==> config.mk <==
export PLATFORM = sky130hd
export DESIGN_NAME = dkcc_ctrl
export DESIGN_NICKNAME = d
export VERILOG_FILES = /design/src/sv/dkcc_pkg.sv /design/src/sv/dkcc_ctrl.sv
export SDC_FILE = /design/constraint.sdc
export NUM_CORES = 1
export LEC_CHECK = 0
export CAP_MARGIN = 10
export CORE_AREA = 2 2 39 41
export CTS_BUF_LIST = sky130_fd_sc_hd__clkbuf_4
export CTS_CLUSTER_DIAMETER = 50
export DETAILED_ROUTE_END_ITERATION = 6
export DIE_AREA = 0 0 41 43
export DONT_BUFFER_PORTS = 1
export PLACE_DENSITY = 0.36
export SLEW_MARGIN = 0
export SYNTH_ARGS = -nofsm -noshare
export SYNTH_HDL_FRONTEND = slang
export SYNTH_SLANG_ARGS = --single-unit
==> constraint.sdc <==
create_clock -name clk -period 3.1 [get_ports clk]
set_input_delay 0.31 -clock clk [delete_from_list [all_inputs] [get_ports clk]]
set_output_delay 0.31 -clock clk [all_outputs]
set_load 0.02 [all_outputs]
==> src/sv/dkcc_pkg.sv <==
// Shared types for the distinct key / class counter.
// Command and status records between the controller and the datapath.
package dkcc_pkg;

  typedef struct packed {
    logic load;        // capture input item, start probe
    logic rd_e;        // read entry memories at probe index
    logic ins;         // insert new key at probe index
    logic next_probe;  // advance probe index
    logic rd_c;        // read class slot
    logic next_cls;    // advance class slot index
    logic add_cls;     // append class to entry
    logic set_ovf;     // set sticky overflow
    logic emit;        // load result register
    logic clr_start;   // restart clearing sweep, zero counters
    logic clr_step;    // clear one entry
  } dkcc_cmd_t;

  typedef struct packed {
    logic skip;        // input item is skipped (live from input ports)
    logic ent_valid;
    logic key_match;
    logic probe_last;
    logic cls_match;
    logic cls_end;
    logic cls_full;
    logic out_free;
    logic last;
    logic clr_done;
  } dkcc_sts_t;

endpackage

==> src/sv/dkcc_ctrl.sv <==
// Controller state machine for the distinct key / class counter.
// Depends on dkcc_pkg for the command and status records.
module dkcc_ctrl import dkcc_pkg::*; (
  input  logic      clk,
  input  logic      rst_n,
  input  logic      in_valid,
  output logic      in_stall,
  input  dkcc_sts_t sts,
  output dkcc_cmd_t cmd
);

  localparam logic [2:0] S_CLR  = 3'd0;
  localparam logic [2:0] S_IDLE = 3'd1;
  localparam logic [2:0] S_RDE  = 3'd2;
  localparam logic [2:0] S_CMPE = 3'd3;
  localparam logic [2:0] S_RDC  = 3'd4;
  localparam logic [2:0] S_CMPC = 3'd5;
  localparam logic [2:0] S_DONE = 3'd6;

  logic [2:0] state_r, state_nxt;

  assign in_stall = (state_r != S_IDLE);

  always_comb begin
    state_nxt = state_r;
    cmd = '0;
    case (state_r)
      S_CLR: begin
        cmd.clr_step = 1'b1;
        if (sts.clr_done) state_nxt = S_IDLE;
      end
      S_IDLE: begin
        if (in_valid) begin
          cmd.load = 1'b1;
          state_nxt = sts.skip ? S_DONE : S_RDE;
        end
      end
      S_RDE: begin
        cmd.rd_e = 1'b1;
        state_nxt = S_CMPE;
      end
      S_CMPE: begin
        if (!sts.ent_valid) begin
          cmd.ins = 1'b1;
          state_nxt = S_DONE;
        end else if (sts.key_match) begin
          state_nxt = S_RDC;
        end else if (sts.probe_last) begin
          cmd.set_ovf = 1'b1;
          state_nxt = S_DONE;
        end else begin
          cmd.next_probe = 1'b1;
          state_nxt = S_RDE;
        end
      end
      S_RDC: begin
        cmd.rd_c = 1'b1;
        state_nxt = S_CMPC;
      end
      S_CMPC: begin
        if (sts.cls_match) begin
          state_nxt = S_DONE;
        end else if (sts.cls_end) begin
          if (sts.cls_full) cmd.set_ovf = 1'b1;
          else cmd.add_cls = 1'b1;
          state_nxt = S_DONE;
        end else begin
          cmd.next_cls = 1'b1;
          state_nxt = S_RDC;
        end
      end
      S_DONE: begin
        if (sts.out_free) begin
          cmd.emit = 1'b1;
          if (sts.last) begin
            cmd.clr_start = 1'b1;
            state_nxt = S_CLR;
          end else begin
            state_nxt = S_IDLE;
          end
        end
      end
      default: state_nxt = S_CLR;
    endcase
  end

  always_ff @(posedge clk) begin
    if (!rst_n) state_r <= S_CLR;
    else state_r <= state_nxt;
  end

endmodule

# [Word-level counts from Yosys, hierarchy flattened]
# Cells that the tools add are included.
[totals] register_bits=3 input_bits=13
[classes] eq_ne=10 muxes=34 n_reduce_logical=2
[ops] cell="3-bit two-way mux" n=9
[ops] cell="3-bit case mux with 7 select lines" n=1
[ops] cell="1-bit two-way mux" n=17
[ops] cell="2-bit two-way mux" n=6
[ops] cell="3-bit == test (second input constant)" n=3
[ops] cell="3-bit by 2-bit == test with 1-bit output (second input constant)" n=2
[ops] cell="2-bit inequality test (second input constant)" n=3
[ops] cell="3-bit by 1-bit == test with 1-bit output (second input constant)" n=1
[ops] cell="3-bit zero test" n=1
[ops] cell="3-bit by 1-bit inequality test with 1-bit output (second input constant)" n=1
[ops] cell="3-bit AND reduction" n=1
[ops] cell="1-bit case mux with 2 select lines" n=1

# [Depth between registers and ports, before layout]
[logic_depth] depth_word=4 depth_mapped=5 mapped_depth_nobuf=4

# [Least setup slack after synthesis]
# OpenSTA, ideal clock, no wires.
[synth_path] kind="register to output" from="register state_r[0]" to="output cmd[5] in the netlist's numbering" t_arrival_ns=1.146 required_time_ns=2.790 slack_ns=1.644 stages_incl_launch_ff=4 n_path_buf=1 path_cell_list="dfxtp_1 -> buf_2 -> and4bb_1 -> nor2b_1"
[synth_rtl] element="start, declared" line="dkcc_ctrl.sv:20" rtl="logic [2:0] state_r, state_nxt;"
[synth_rtl] element="start signal, assigned" line="dkcc_ctrl.sv:89" rtl="else state_r <= state_nxt;"
[synth_rtl] element="end, declared" line="dkcc_ctrl.sv:9" rtl="output dkcc_cmd_t cmd"

==> impl_metrics.yaml <==
run_status:
  result_of_the_run: "finished clean"
critical_path:
  worst_path_largest_cell_delay_ns: 0.59
  worst_flop_to_flop_path_startpoint: "state_r[1]"
  timing.rr.end: "state_r[2]"
  cp-start-kind: "register"
  critical_path.slowest_cell: "dfxtp_1"
  crit_required_ns: 2.79
  worst_setup_path_end_kind: "primary output"
  path_max_fanout: 16
  timing.critical_path.cells: "nand3b_1 -> nor2_1"
  reg2reg_slack_ns: 1.74
  worst-setup-path-type: "reg2out"
  worstSetupStartpoint: "state_r[0]"
  reg2regPathDepth: 4
  worst-endpoint-arrival_ns: 1.53
  cp-endpoint: "cmd[10]"
cts:
  cts.reportedPaths.clkPinSlew_ns: 0.04
  htree_levels: 1
  total_setup_buffers_inserted_after_cts: 0
  clockBufferDepth: 2
  cts_num_sinks: 3
  clockRootBuffer: "clkbuf_4"
  number_of_cts_inserted_buffers: 3
  cts_resized: 0
  worst_skew_pair.late_latency_ns: 0.23
  ctsHoldBuffers: 0
  cts_tree: "yes"
cells_and_area:
  fill_cell_instance_count_of_the_final_layout: 169
  leading_registers_by_flop_count: "state_r x3"
  final_nets: 65
  drive_above_1_share: 0.0980
  layout-area-overhead-vs-synth_pct: 8.82
  largest_register: "state_r"
  layout.cells.most_common_list: "nor2_1, nor2b_1, a31oi_1, clkbuf_4"
  diodes: 0
  largest_register_ffs: 3
  mostFrequentLayoutCell: "nor2_1"
  finalCoreUtilization: 0.268
die:
  top_level_ports: 25
  floorplan.die_area_mm2: 0.00176
  num_rows: 14
  die_height_um: 43
  core_area_mm2: 0.00138
  starting_density_of_the_core: 0.246
  die_width_um: 41
timing:
  timing.max_slew.rel_slack: 0.554
  finalCriticalPeriod_ns: 1.84
  report.final.setup_viol: 0
  timing.fmax_ghz: 0.543
  tightest_slew_ns: 0.667
  setup_slack_ns: 1.26
  unrepaired_setup_endpoints_after_global_routing: "no"
  hold_violations: 0
  min_period_over_period: 0.594
  final.setup_skew_ns: 0.00312
  fin_hold_ws_ns: 0.209
  final_max_slew_viol_count: 0
  finalSetupTns_ns: 0
global_route:
  gr-usage-all-layers: 0.113
  grt_first_pass_wirelength_um: 1360
  vias_in_the_first_global_route: 327
  grt_start_max_net_pins: 18
  grt_remaining_overflow: 0
  grt_antenna_before_repair: 0
logic_synthesis:
  synth.cell_area_um2: 340
  syn-num-nets: 63
  postSynthCellCount: 50
  netlist.top_cell.by_area: "dfxtp_1"
  ys_seq_area_frac: 0.176
  synth.area.top_cells: "dfxtp_1, a31oi_1, nor2b_1, nand3b_1, nor2_1"
  yosys_warnings: 0
  ys_ff_latch: 3
  yosysUniqueCellTypes: 26
  post_synth.cell_area_avg_um2: 6.81
  yosysTopAreaCellShare: 0.176
pwr:
  p_leak_nw: 0.130
  p_per_area_mw_per_mm2: 537
  power.ir.vdd_worst_uv: 133
route:
  vias_post_dr: 365
  route.final.wire_length_um: 839
  drt_first_pass_iters: 3
  route.detailed.wl_per_inst_um: 12.5
  remaining_drc_errors: 0
  routed_via_density: 5.45
  initialDrtViolationCount: 2
  final_antenna_net_count: 0
placed_design:
  dpl_worst_slack_ns: 1.49
  input_output_buffers: 0
  routabilityCongestion: 0.699
min_path:
  min_path_type: "in2reg"
run:
  drv_cap: 0
[logic make-up (layout without fill, tap and decap cells)]
family / after synthesis / in the layout / share of synthesized area
AND/OR/NAND/NOR: 27 / 27 / 0.489
AO/OA/AOI/OAI: 14 / 14 / 0.243
buffers and inverters: 6 / 7 / 0.0919
flip-flops: 3 / 3 / 0.176
[metal layers]
layer,up-vias,track usage,share of wire
li1,192,-,-
met1,161,0.154,0.44
met2,12,0.141,0.48
met3,0,0.0262,0.083
met4,0,0.100,0
met5,-,0,0
[final cells by class]
type	instances	area (µm²)	area share
clock buffers	4	30.0	0.0811
inverters	3	11.3	0.0304
flip-flops and latches	3	60.1	0.162
multi-input cells	41	249	0.672
well taps	16	20.0	0.0541
[where the power goes]
| group | total (mW) | switching [mW] | internal (mW) |
|---|---|---|---|
| Combinational | 0.0565 | 0.0335 | 0.0230 |
| Sequential | 0.0654 | 0.0210 | 0.0444 |
| Clock | 0.0770 | 0.0201 | 0.0569 |
| Total | 0.199 | 0.0746 | 0.124 |
[how the worst min path moves through the flow]
stage,start,to,slack [ns],cells past startpoint
2_1_floorplan,rst_n,state_r[2],0.44,1
4_1_cts,rst_n,state_r[1],0.20,1
5_1_grt,rst_n,state_r[1],0.21,1
3_5_place_dp,rst_n,state_r[1],0.45,1
3_3_place_gp,rst_n,state_r[2],0.45,1
6_report,rst_n,state_r[1],0.21,1
[worst max-delay path: cells and delay by family, from the launching register on]
kind             cells  cell delay, ns
AND/OR/NAND/NOR      2            0.71
flip-flops           1            0.59
[metrics by stage]
stage	total power [mW]	cells	area (µm²)
after floorplan	0.118	50	340
after global placement	0.124	63	340
after detailed placement	0.123	63	340
after CTS	0.203	67	370
after global routing	0.218	67	370
final	0.199	67	370
[cell usage after synthesis, drive strengths merged]
cell type	instances
and4bb	1
and2	2
nand4	1
nor3b	2
o21a	1
o21ai	4
and3b	1
nand3b	3
a41oi	1
dfxtp	3
nor4	1
nand3	1
nor2b	4
a31oi	4
buf	3
o22ai	1
nor4b	1
nor2	5
and3	1
nor3	3
inv	3
nand2	1
a21oi	3
(Power assumes the default switching activity.)
